==> src/rtl/core/svs_pkg.sv <==
// Shared types and constants for the sensor value stabilizer.
`default_nettype none

package svs_pkg;

	// Decimal places the rounding can keep
	localparam int MAX_DECIMALS = 3;

	// Millisecond products of the 16-bit second registers fit in this width
	localparam int MS_W = 26;
	localparam logic [9:0] MS_PER_S = 10'd1000;

	// Agreement count value that marks "no candidate"
	localparam logic [7:0] NO_CAND = 8'hFF;

	localparam int CFG_IDX_W  = 3;
	localparam int CFG_DATA_W = 20;

	// Configuration register indexes
	localparam logic [CFG_IDX_W-1:0] REG_READ_INTERVAL = 3'd0;
	localparam logic [CFG_IDX_W-1:0] REG_STABLE_NEEDED = 3'd1;
	localparam logic [CFG_IDX_W-1:0] REG_TOLERANCE     = 3'd2;
	localparam logic [CFG_IDX_W-1:0] REG_COOLDOWN      = 3'd3;
	localparam logic [CFG_IDX_W-1:0] REG_ROUND_DEC     = 3'd4;
	localparam logic [CFG_IDX_W-1:0] REG_SEND_VAR      = 3'd5;
	localparam logic [CFG_IDX_W-1:0] REG_MAX_SILENCE   = 3'd6;

	// Request modes
	localparam logic MODE_PROCESS   = 1'b0;
	localparam logic MODE_MARK_SENT = 1'b1;

	// Decimal settings
	localparam logic [1:0] DEC_ZERO  = 2'd0;
	localparam logic [1:0] DEC_ONE   = 2'd1;
	localparam logic [1:0] DEC_TWO   = 2'd2;
	localparam logic [1:0] DEC_THREE = 2'd3;

	typedef struct packed {
		logic               mode;
		logic [31:0]        now_ms;
		logic               sample_ready;
		logic signed [31:0] sample;
	} svs_in_t;

	typedef struct packed {
		logic               trigger;
		logic signed [31:0] official_value;
		logic               accepted;
		logic               updated;
	} svs_out_t;

	// Request after rounding, as handed to the tracking stage
	typedef struct packed {
		logic               mode;
		logic [31:0]        now_ms;
		logic               sample_ready;
		logic signed [31:0] value;
	} svs_rnd_t;

	typedef struct packed {
		logic [15:0]     read_interval_ms;
		logic [7:0]      stable_needed;
		logic [7:0]      tolerance;
		logic [MS_W-1:0] cooldown_ms;
		logic [1:0]      round_decimals;
		logic [19:0]     send_variation;
		logic [MS_W-1:0] silence_ms;
	} svs_cfg_t;

endpackage

`default_nettype wire

==> src/rtl/core/sensor_value_stabilizer.sv <==
// Sensor value stabilizer top level: config registers, rounding pipeline, tracking stage.
// Takes one request per clock when the result side keeps up; a request passes the rounding
// stages (input, 32x32 reciprocal multiply product, result), then the tracking stage,
// which registers its result as it updates candidate, official and time state. A mode 1
// request marks the official value as sent and clears the trigger; a mode 0 request is
// rounded half away from zero and, if it passes the cooldown and read-interval gates with
// sample_ready set, qualified against the candidate. Time differences wrap modulo
// 2^TIME_BITS. Configuration writes take effect at once and belong only to idle periods.
`default_nettype none

module sensor_value_stabilizer #(
	parameter int TIME_BITS = 32
) (
	input  wire logic                           clk,
	input  wire logic                           arst_n,
	input  wire logic                           cfg_we,
	input  wire logic [svs_pkg::CFG_IDX_W-1:0]  cfg_index,
	input  wire logic [svs_pkg::CFG_DATA_W-1:0] cfg_wdata,
	input  wire logic                           req_valid,
	output logic                                req_ready,
	input  wire svs_pkg::svs_in_t               req_data,
	output logic                                res_valid,
	input  wire logic                           res_ready,
	output svs_pkg::svs_out_t                   res_data
);

	svs_pkg::svs_cfg_t cfg;
	svs_pkg::svs_rnd_t rnd;
	logic              rnd_valid;
	logic              rnd_ready;

	svs_cfg u_cfg (
		.clk       (clk),
		.arst_n    (arst_n),
		.cfg_we    (cfg_we),
		.cfg_index (cfg_index),
		.cfg_wdata (cfg_wdata),
		.cfg       (cfg)
	);

	svs_round u_round (
		.clk       (clk),
		.arst_n    (arst_n),
		.cfg       (cfg),
		.in_valid  (req_valid),
		.in_ready  (req_ready),
		.in_data   (req_data),
		.out_valid (rnd_valid),
		.out_ready (rnd_ready),
		.out_data  (rnd)
	);

	svs_track #(
		.TIME_BITS (TIME_BITS)
	) u_track (
		.clk        (clk),
		.arst_n     (arst_n),
		.cfg        (cfg),
		.item_valid (rnd_valid),
		.item_ready (rnd_ready),
		.item       (rnd),
		.res_valid  (res_valid),
		.res_ready  (res_ready),
		.res        (res_data)
	);

endmodule

`default_nettype wire

==> src/rtl/core/svs_cfg.sv <==
// Configuration registers; second counts are held pre-scaled to milliseconds.
`default_nettype none

module svs_cfg (
	input  wire logic                               clk,
	input  wire logic                               arst_n,
	input  wire logic                               cfg_we,
	input  wire logic [svs_pkg::CFG_IDX_W-1:0]      cfg_index,
	input  wire logic [svs_pkg::CFG_DATA_W-1:0]     cfg_wdata,
	output svs_pkg::svs_cfg_t                       cfg
);

	svs_pkg::svs_cfg_t cfg_q;

	always_ff @(posedge clk or negedge arst_n) begin
		if (!arst_n) begin
			cfg_q.read_interval_ms <= 16'd1000;
			cfg_q.stable_needed    <= 8'd1;
			cfg_q.tolerance        <= 8'd0;
			cfg_q.cooldown_ms      <= '0;
			cfg_q.round_decimals   <= svs_pkg::DEC_ONE;
			cfg_q.send_variation   <= 20'd1000;
			cfg_q.silence_ms       <= svs_pkg::MS_W'(900000);
		end else if (cfg_we) begin
			unique case (cfg_index)
				svs_pkg::REG_READ_INTERVAL: cfg_q.read_interval_ms <= cfg_wdata[15:0];
				svs_pkg::REG_STABLE_NEEDED: cfg_q.stable_needed <= cfg_wdata[7:0];
				svs_pkg::REG_TOLERANCE:     cfg_q.tolerance <= cfg_wdata[7:0];
				svs_pkg::REG_COOLDOWN: begin
					cfg_q.cooldown_ms <= svs_pkg::MS_W'(cfg_wdata[15:0])
						* svs_pkg::MS_W'(svs_pkg::MS_PER_S);
				end
				svs_pkg::REG_ROUND_DEC:     cfg_q.round_decimals <= cfg_wdata[1:0];
				svs_pkg::REG_SEND_VAR:      cfg_q.send_variation <= cfg_wdata[19:0];
				svs_pkg::REG_MAX_SILENCE: begin
					cfg_q.silence_ms <= svs_pkg::MS_W'(cfg_wdata[15:0])
						* svs_pkg::MS_W'(svs_pkg::MS_PER_S);
				end
				default: ;
			endcase
		end
	end

	assign cfg = cfg_q;

endmodule

`default_nettype wire

==> src/rtl/core/svs_round.sv <==
// Three-stage rounding pipeline: half away from zero to the configured decimals.
`default_nettype none

module svs_round (
	input  wire logic               clk,
	input  wire logic               arst_n,
	input  wire svs_pkg::svs_cfg_t  cfg,
	input  wire logic               in_valid,
	output logic                    in_ready,
	input  wire svs_pkg::svs_in_t   in_data,
	output logic                    out_valid,
	input  wire logic               out_ready,
	output svs_pkg::svs_rnd_t       out_data
);

	// Reciprocal constants for unsigned 32-bit division by 1000, 100 and 10
	localparam logic [31:0] MAGIC_1000 = 32'h10624DD3;
	localparam logic [31:0] MAGIC_100  = 32'h51EB851F;
	localparam logic [31:0] MAGIC_10   = 32'hCCCCCCCD;
	localparam int SH_1000 = 38;
	localparam int SH_100  = 37;
	localparam int SH_10   = 35;

	logic v_s1, v_s2, v_s3;
	logic rdy_s1, rdy_s2, rdy_s3;

	svs_pkg::svs_in_t in_s1;

	logic [1:0]  dec;
	logic [31:0] mag;
	logic [31:0] half;
	logic [31:0] magic;
	logic [31:0] num;
	logic [63:0] prod;

	logic [63:0] prod_s2;
	logic [31:0] num_s2;
	logic        neg_s2;
	logic        mode_s2;
	logic [31:0] now_s2;
	logic        sready_s2;

	logic [31:0] quo;
	logic [33:0] rnd;
	logic [31:0] value;

	svs_pkg::svs_rnd_t rnd_s3;

	assign rdy_s3   = !v_s3 || out_ready;
	assign rdy_s2   = !v_s2 || rdy_s3;
	assign rdy_s1   = !v_s1 || rdy_s2;
	assign in_ready = rdy_s1;

	// Clamp decimals, take magnitude, add half a step, multiply by reciprocal
	always_comb begin
		dec = (cfg.round_decimals > 2'(svs_pkg::MAX_DECIMALS))
			? 2'(svs_pkg::MAX_DECIMALS) : cfg.round_decimals;
		mag = in_s1.sample[31] ? (32'd0 - 32'(in_s1.sample)) : 32'(in_s1.sample);
		unique case (dec)
			svs_pkg::DEC_ZERO: begin
				half  = 32'd500;
				magic = MAGIC_1000;
			end
			svs_pkg::DEC_ONE: begin
				half  = 32'd50;
				magic = MAGIC_100;
			end
			svs_pkg::DEC_TWO: begin
				half  = 32'd5;
				magic = MAGIC_10;
			end
			default: begin
				half  = 32'd0;
				magic = 32'd0;
			end
		endcase
		num  = mag + half;
		prod = 64'(num) * 64'(magic);
	end

	// Scale quotient back up, restore sign, saturate to 32 bits
	always_comb begin
		unique case (dec)
			svs_pkg::DEC_ZERO: begin
				quo = 32'(prod_s2[63:SH_1000]);
				rnd = 34'(quo) * 34'd1000;
			end
			svs_pkg::DEC_ONE: begin
				quo = 32'(prod_s2[63:SH_100]);
				rnd = 34'(quo) * 34'd100;
			end
			svs_pkg::DEC_TWO: begin
				quo = 32'(prod_s2[63:SH_10]);
				rnd = 34'(quo) * 34'd10;
			end
			default: begin
				quo = num_s2;
				rnd = 34'(quo);
			end
		endcase
		if (!neg_s2) begin
			value = (rnd > 34'h07FFFFFFF) ? 32'h7FFFFFFF : rnd[31:0];
		end else begin
			value = (rnd > 34'h080000000) ? 32'h80000000 : (32'd0 - rnd[31:0]);
		end
	end

	always_ff @(posedge clk or negedge arst_n) begin
		if (!arst_n) begin
			v_s1 <= 1'b0;
			v_s2 <= 1'b0;
			v_s3 <= 1'b0;
		end else begin
			if (rdy_s1) begin
				v_s1 <= in_valid;
			end
			if (rdy_s2) begin
				v_s2 <= v_s1;
			end
			if (rdy_s3) begin
				v_s3 <= v_s2;
			end
		end
	end

	always_ff @(posedge clk) begin
		if (in_valid && rdy_s1) begin
			in_s1 <= in_data;
		end
		if (v_s1 && rdy_s2) begin
			prod_s2   <= prod;
			num_s2    <= num;
			neg_s2    <= in_s1.sample[31];
			mode_s2   <= in_s1.mode;
			now_s2    <= in_s1.now_ms;
			sready_s2 <= in_s1.sample_ready;
		end
		if (v_s2 && rdy_s3) begin
			rnd_s3.mode         <= mode_s2;
			rnd_s3.now_ms       <= now_s2;
			rnd_s3.sample_ready <= sready_s2;
			rnd_s3.value        <= $signed(value);
		end
	end

	assign out_valid = v_s3;
	assign out_data  = rnd_s3;

	a_hold_s2: assert property (@(posedge clk) disable iff (!arst_n)
		(v_s2 && !rdy_s3) |=> (v_s2 && $stable(prod_s2)))
		else $error("stalled product stage lost its contents");

endmodule

`default_nettype wire

==> src/rtl/core/svs_track.sv <==
// Time gates, candidate tracking, official value and send trigger, with result register.
`default_nettype none

module svs_track #(
	parameter int TIME_BITS = 32
) (
	input  wire logic               clk,
	input  wire logic               arst_n,
	input  wire svs_pkg::svs_cfg_t  cfg,
	input  wire logic               item_valid,
	output logic                    item_ready,
	input  wire svs_pkg::svs_rnd_t  item,
	output logic                    res_valid,
	input  wire logic               res_ready,
	output svs_pkg::svs_out_t       res
);

	localparam int CMP_W = (TIME_BITS > svs_pkg::MS_W) ? TIME_BITS : svs_pkg::MS_W;
	localparam logic [TIME_BITS-1:0] TIME_HALF = TIME_BITS'({(TIME_BITS-1){1'b1}});

	logic [TIME_BITS-1:0] last_read_q, last_upd_q, last_send_q;
	logic signed [31:0]   cand_q, official_q, sent_q;
	logic [7:0]           agree_q;
	logic                 pending_q;

	logic [TIME_BITS-1:0] last_read_n, last_upd_n, last_send_n;
	logic signed [31:0]   cand_n, official_n, sent_n;
	logic [7:0]           agree_n;
	logic                 pending_n;

	svs_pkg::svs_out_t res_q;
	logic              res_valid_q;

	logic                 fire;
	logic [TIME_BITS-1:0] nowt, d_upd, d_read, d_send;
	logic                 gate_cool, gate_read, silence;
	logic [7:0]           need;
	logic [32:0]          diff, abs_diff;
	logic [31:0]          abs_cand;
	logic [42:0]          dev, lim;
	logic                 disagree;
	logic                 proceed;
	logic [7:0]           cnt;
	logic [32:0]          sdiff, abs_sdiff;
	logic                 accepted, updated;

	assign item_ready = !res_valid_q || res_ready;
	assign fire       = item_valid && item_ready;

	always_comb begin
		nowt      = TIME_BITS'(item.now_ms);
		d_upd     = nowt - last_upd_q;
		d_read    = nowt - last_read_q;
		d_send    = nowt - last_send_q;
		gate_cool = CMP_W'(d_upd) >= CMP_W'(cfg.cooldown_ms);
		gate_read = CMP_W'(d_read) >= CMP_W'(cfg.read_interval_ms);
		silence   = CMP_W'(d_send) >= CMP_W'(cfg.silence_ms);
		need      = (cfg.stable_needed == 8'd0) ? 8'd1 : cfg.stable_needed;

		// Relative tolerance: |cand - s| * 1000 > |cand| * tol
		diff     = {cand_q[31], cand_q} - {item.value[31], item.value};
		abs_diff = diff[32] ? (33'd0 - diff) : diff;
		abs_cand = cand_q[31] ? (32'd0 - 32'(cand_q)) : 32'(cand_q);
		dev      = 43'(abs_diff) * 43'(svs_pkg::MS_PER_S);
		lim      = 43'(abs_cand) * 43'(cfg.tolerance);
		disagree = dev > lim;

		last_read_n = last_read_q;
		last_upd_n  = last_upd_q;
		last_send_n = last_send_q;
		cand_n      = cand_q;
		official_n  = official_q;
		sent_n      = sent_q;
		agree_n     = agree_q;
		pending_n   = pending_q;
		accepted    = 1'b0;
		updated     = 1'b0;
		proceed     = 1'b1;
		cnt         = agree_q;
		sdiff       = '0;
		abs_sdiff   = '0;

		if (item.mode == svs_pkg::MODE_MARK_SENT) begin
			pending_n   = 1'b0;
			sent_n      = official_q;
			last_send_n = nowt;
		end else if (gate_cool && gate_read && item.sample_ready) begin
			accepted    = 1'b1;
			last_read_n = nowt;
			// Start a new candidate when none is held or the sample strays
			if (agree_q == svs_pkg::NO_CAND || disagree) begin
				cand_n  = item.value;
				cnt     = 8'd0;
				proceed = (need <= 8'd1);
			end
			if (proceed) begin
				cnt = cnt + 8'd1;
			end
			if (proceed && (cnt >= need - 8'd1)) begin
				agree_n    = svs_pkg::NO_CAND;
				official_n = cand_n;
				last_upd_n = nowt;
				updated    = 1'b1;
				sdiff      = {cand_n[31], cand_n} - {sent_q[31], sent_q};
				abs_sdiff  = sdiff[32] ? (33'd0 - sdiff) : sdiff;
				if ((abs_sdiff >= 33'(cfg.send_variation)) || silence) begin
					pending_n = 1'b1;
				end
			end else begin
				agree_n = cnt;
			end
		end
	end

	always_ff @(posedge clk or negedge arst_n) begin
		if (!arst_n) begin
			last_read_q <= TIME_HALF;
			last_upd_q  <= TIME_HALF;
			last_send_q <= TIME_HALF;
			cand_q      <= '0;
			official_q  <= -32'sd1000;
			sent_q      <= '0;
			agree_q     <= svs_pkg::NO_CAND;
			pending_q   <= 1'b0;
			res_valid_q <= 1'b0;
		end else begin
			if (item_ready) begin
				res_valid_q <= item_valid;
			end
			if (fire) begin
				last_read_q <= last_read_n;
				last_upd_q  <= last_upd_n;
				last_send_q <= last_send_n;
				cand_q      <= cand_n;
				official_q  <= official_n;
				sent_q      <= sent_n;
				agree_q     <= agree_n;
				pending_q   <= pending_n;
			end
		end
	end

	always_ff @(posedge clk) begin
		if (fire) begin
			res_q.trigger        <= pending_n;
			res_q.official_value <= official_n;
			res_q.accepted       <= accepted;
			res_q.updated        <= updated;
		end
	end

	assign res_valid = res_valid_q;
	assign res       = res_q;

	a_upd_needs_acc: assert property (@(posedge clk) disable iff (!arst_n)
		res_valid_q |-> (!res_q.updated || res_q.accepted))
		else $error("update reported without an accepted sample");

	a_mark_sent: assert property (@(posedge clk) disable iff (!arst_n)
		(fire && item.mode == svs_pkg::MODE_MARK_SENT) |=>
		(!res_q.trigger && !res_q.accepted && !res_q.updated
			&& sent_q == $past(official_q)))
		else $error("mark-sent request did not clear the trigger");

	a_upd_closes: assert property (@(posedge clk) disable iff (!arst_n)
		(fire && updated) |=>
		(agree_q == svs_pkg::NO_CAND && res_q.official_value == cand_q
			&& official_q == cand_q))
		else $error("official update left candidate state open");

endmodule

`default_nettype wire

==> config.mk <==
export PLATFORM = sky130hd
export DESIGN_NAME = sensor_value_stabilizer
export DESIGN_NICKNAME = d
export VERILOG_FILES = /design/src/rtl/core/svs_pkg.sv /design/src/rtl/core/sensor_value_stabilizer.sv /design/src/rtl/core/svs_cfg.sv /design/src/rtl/core/svs_round.sv /design/src/rtl/core/svs_track.sv
export SDC_FILE = /design/constraint.sdc
export NUM_CORES = 2
export LEC_CHECK = 0
export ABC_AREA = 1
export BUFFER_PORTS_ARGS = -buffer_cell sky130_fd_sc_hd__buf_2
export CAP_MARGIN = 20
export CORE_MARGIN = 2
export CORE_UTILIZATION = 55
export DETAILED_ROUTE_END_ITERATION = 7
export PLACE_DENSITY = 0.71
export SLEW_MARGIN = 20
export SYNTH_ARGS = -nofsm -noshare
export SYNTH_HDL_FRONTEND = slang
export SYNTH_SLANG_ARGS = --single-unit
==> constraint.sdc <==
create_clock -name clk -period 15.9 [get_ports clk]
set_input_delay 1.59 -clock clk [delete_from_list [all_inputs] [get_ports clk]]
set_output_delay 1.59 -clock clk [all_outputs]
set_load 0.1 [all_outputs]
==> metrics.txt <==
Hold/Removal Path Class reg -> reg; clk_lat worst skew 0.72 ns; drt wl/cell 22.95 um; drc violations 0; Slew Limit Fails 0; cell family with most CP delay adder cells; Initial Util 0.5549; Worst-path clk slew 0.06 ns; dpl hpwl 274700 um; worst hold start u_round.now_s2[14]$_DFFE_PP_; width of the die 412.5 um; Total GRT Usage 0.3770; I/O pin total 131; DR pass1 iterations 8; Register-to-Register Path Depth 75; Post-layout nets 13960; crit path launch type flop; max cap viols 0; vias in the first global route 78600; Synth async-reset ratio 0.5370; core area 0.1654 sq mm; P&R area growth vs syn 6.076%; die span in y 412.5 um; CTS tree done; mapped cell area 0.09177 sq mm; post-route ant nets 0; CP peak stage delay 0.58 ns; design area 0.09734 sq mm; WP data required 16.34 ns; WHS Path Cells 0; die area 0.1701 sq mm; Post-synth EDFFs 263; grt ovf 0; DP Area 0.09485 sq mm; Placer Congestion 1.077; row count 149; synthesized instance count 11520; Synth area leaders fa_1 (25%), ha_1 (15%), inv_1 (10%), nand2_1 (8.9%), edfxtp_1 (8.6%); antenna violations before repair 37; reg2reg end u_track.res[34]$_DFFE_PP_; R2R Path Start u_track.cand_q[0]$_DFFE_PN0P_; 1st-iter DRT viols 7492; IO Port Bufs 130; largest net degree at the start of global routing 148; # setup viols final 0; CTS root buffer clkbuf_16; Worst Path Arrival 15.23 ns; RSZ-0062 raised after global routing false; fin crit period 14.79 ns; most common cell in the netlist inv_1; most used cell, CP nand2_1; Crit. End Element flop; Hold Vio Cnt, Final 0; Slew HR 0.2170; Commonest cells post-synth inv_1 (2548), nand2_1 (2180), fa_1 (1144), ha_1 (1106), nor2_1 (956); Filler Cell Count 15200; CTS Sinks 568; Vias 78680; Max Buffers Root-to-Sink 3; Vias/cell 5.672; FMAX 0.06761 GHz; worst clock skew 0.05427 ns; total CTS buffers 69; pre-CTS setup slack 0.4069 ns; CP max FO 48; setup_tns 0 ns; Syn. warnings 0; CP bufs+invs 10; top cell type's share of synthesized area 0.2496; count of cell types in the netlist 85; WL final 318400 um; area leader, netlist fa_1; final worst-path cycle share 0.9303; critical-path cell with the highest stage delay fa_1; H-tree depth 3; slew of the pin with the lowest slew margin 1.162 ns; Synth Register Bits 568; CP Class reg -> reg; first-pass GRT wire length 480900 um; final worst setup slack 1.109 ns; syn_area_per_cell 7.967 sq um; critical path depth in cells 75; r2r setup slk 1.11 ns; register area share after synthesis 0.1713; layout cells sized above 1 0.06399; status completed; syn nets 13860; Synth Flop Type edfxtp_1; hold endpoint u_round.out_data[47]$_DFFE_PP_
==> metrics by stage <==
stage	hold slack [ns]	std cells	utilization
floorplan	0.4003	11520	-
global placement	0.4002	13740	0.5736
detailed placement	0.4045	13740	0.5736
CTS	0.4156	13860	0.5882
global route	0.4175	13870	0.5885
finish	0.4113	13870	0.5887
==> metal layers <==
| metal | track usage | vias up | part of all wire |
|---|---|---|---|
| met5 | 0 | - | 0.00051 |
| met2 | 0.5861 | 3339 | 0.44 |
| met3 | 0.08483 | 640 | 0.093 |
| li1 | - | 36370 | - |
| met4 | 0.1477 | 24 | 0.046 |
| met1 | 0.5119 | 38310 | 0.42 |
==> placed cells by master, fill, tap and decap left out, drive strengths merged, types with 17 or more instances in the layout <==
master  netlist  final
ha         1106   1106
dfstp       150    150
nor4         41     41
dfrtp       155    155
clkbuf       93     83
nand3       428    428
xor2        204    204
a21oi       621    621
nand4       147    147
a21o         36     36
nor3        105    105
buf          64    188
nor2       1012   1012
edfxtp      263    263
o21bai       36     36
clkinv        4     30
nand2      2228   2228
inv        2615   2620
xnor2       110    110
o21ai       678    678
nand3b       48     48
o211ai       18     18
a21boi       17     17
a31oi        55     55
fa         1144   1144
or2          30     30
o21a         25     25
==> repair_timing <==
action                     CTS  global route
hold buffers                 0             0
resized for setup            0            17
setup endpoints to repair    0             2
setup buffers                0             0
==> sequential cells by signal (all words and copies together) (netlist names), 8 cells and up <==
name                 count
u_cfg.cfg              100
u_round.in_s1           66
u_round.out_data        66
u_track.res             35
u_round.now_s2          32
u_round.num_s2          32
u_track.cand_q          32
u_track.last_read_q     32
u_track.last_send_q     32
u_track.last_upd_q      32
u_track.official_q      32
u_track.sent_q          32
u_round.prod_s2         29
u_track.agree_q          8
==> worst max-delay path by stage <==
stage                                end                     startpoint
3_3_place_gp   u_track.res[34]$_DFFE_PP_  u_track.cand_q[0]$_DFFE_PN0P_
2_1_floorplan  u_track.res[34]$_DFFE_PP_  u_track.cand_q[0]$_DFFE_PN0P_
3_5_place_dp   u_track.res[34]$_DFFE_PP_  u_track.cand_q[0]$_DFFE_PN0P_
4_1_cts        u_track.res[34]$_DFFE_PP_  u_track.cand_q[0]$_DFFE_PN0P_
5_1_grt        u_track.res[34]$_DFFE_PP_  u_track.cand_q[0]$_DFFE_PN0P_
6_report       u_track.res[34]$_DFFE_PP_  u_track.cand_q[0]$_DFFE_PN0P_
==> cell type report <==
type                       instances  area (sq um)  share of cell area
clock inverter                    44         536.8            0.005514
sequential                       568         15720              0.1615
inverter                        2619          9844              0.1011
tap                             2189          2739             0.02814
clock buffer                      83          1883             0.01935
multi-input combinational       8172         65470              0.6726
antenna                           10         25.02           0.0002571
timing repair buffer             188          1120             0.01150
==> kinds of logic (layout without fill, tap and decap cells) <==
family                     after synthesis  in the layout  synth area share
AOI/OAI and AO/OA                     1547           1547           0.09202
xor gates and xnor gates               314            314           0.03152
adders and majority gates             2250           2250            0.4004
buffers and inverters                 2778           2934            0.1159
DFF                                    568            568            0.1713
muxes                                    2              2         0.0002318
other                                    0             10                 0
and+or+nand+nor                       4059           4059            0.1887
Power is left out: the tool's default activity adds up to more than one toggle a clock period on the data nets, which glitch-free logic cannot reach.
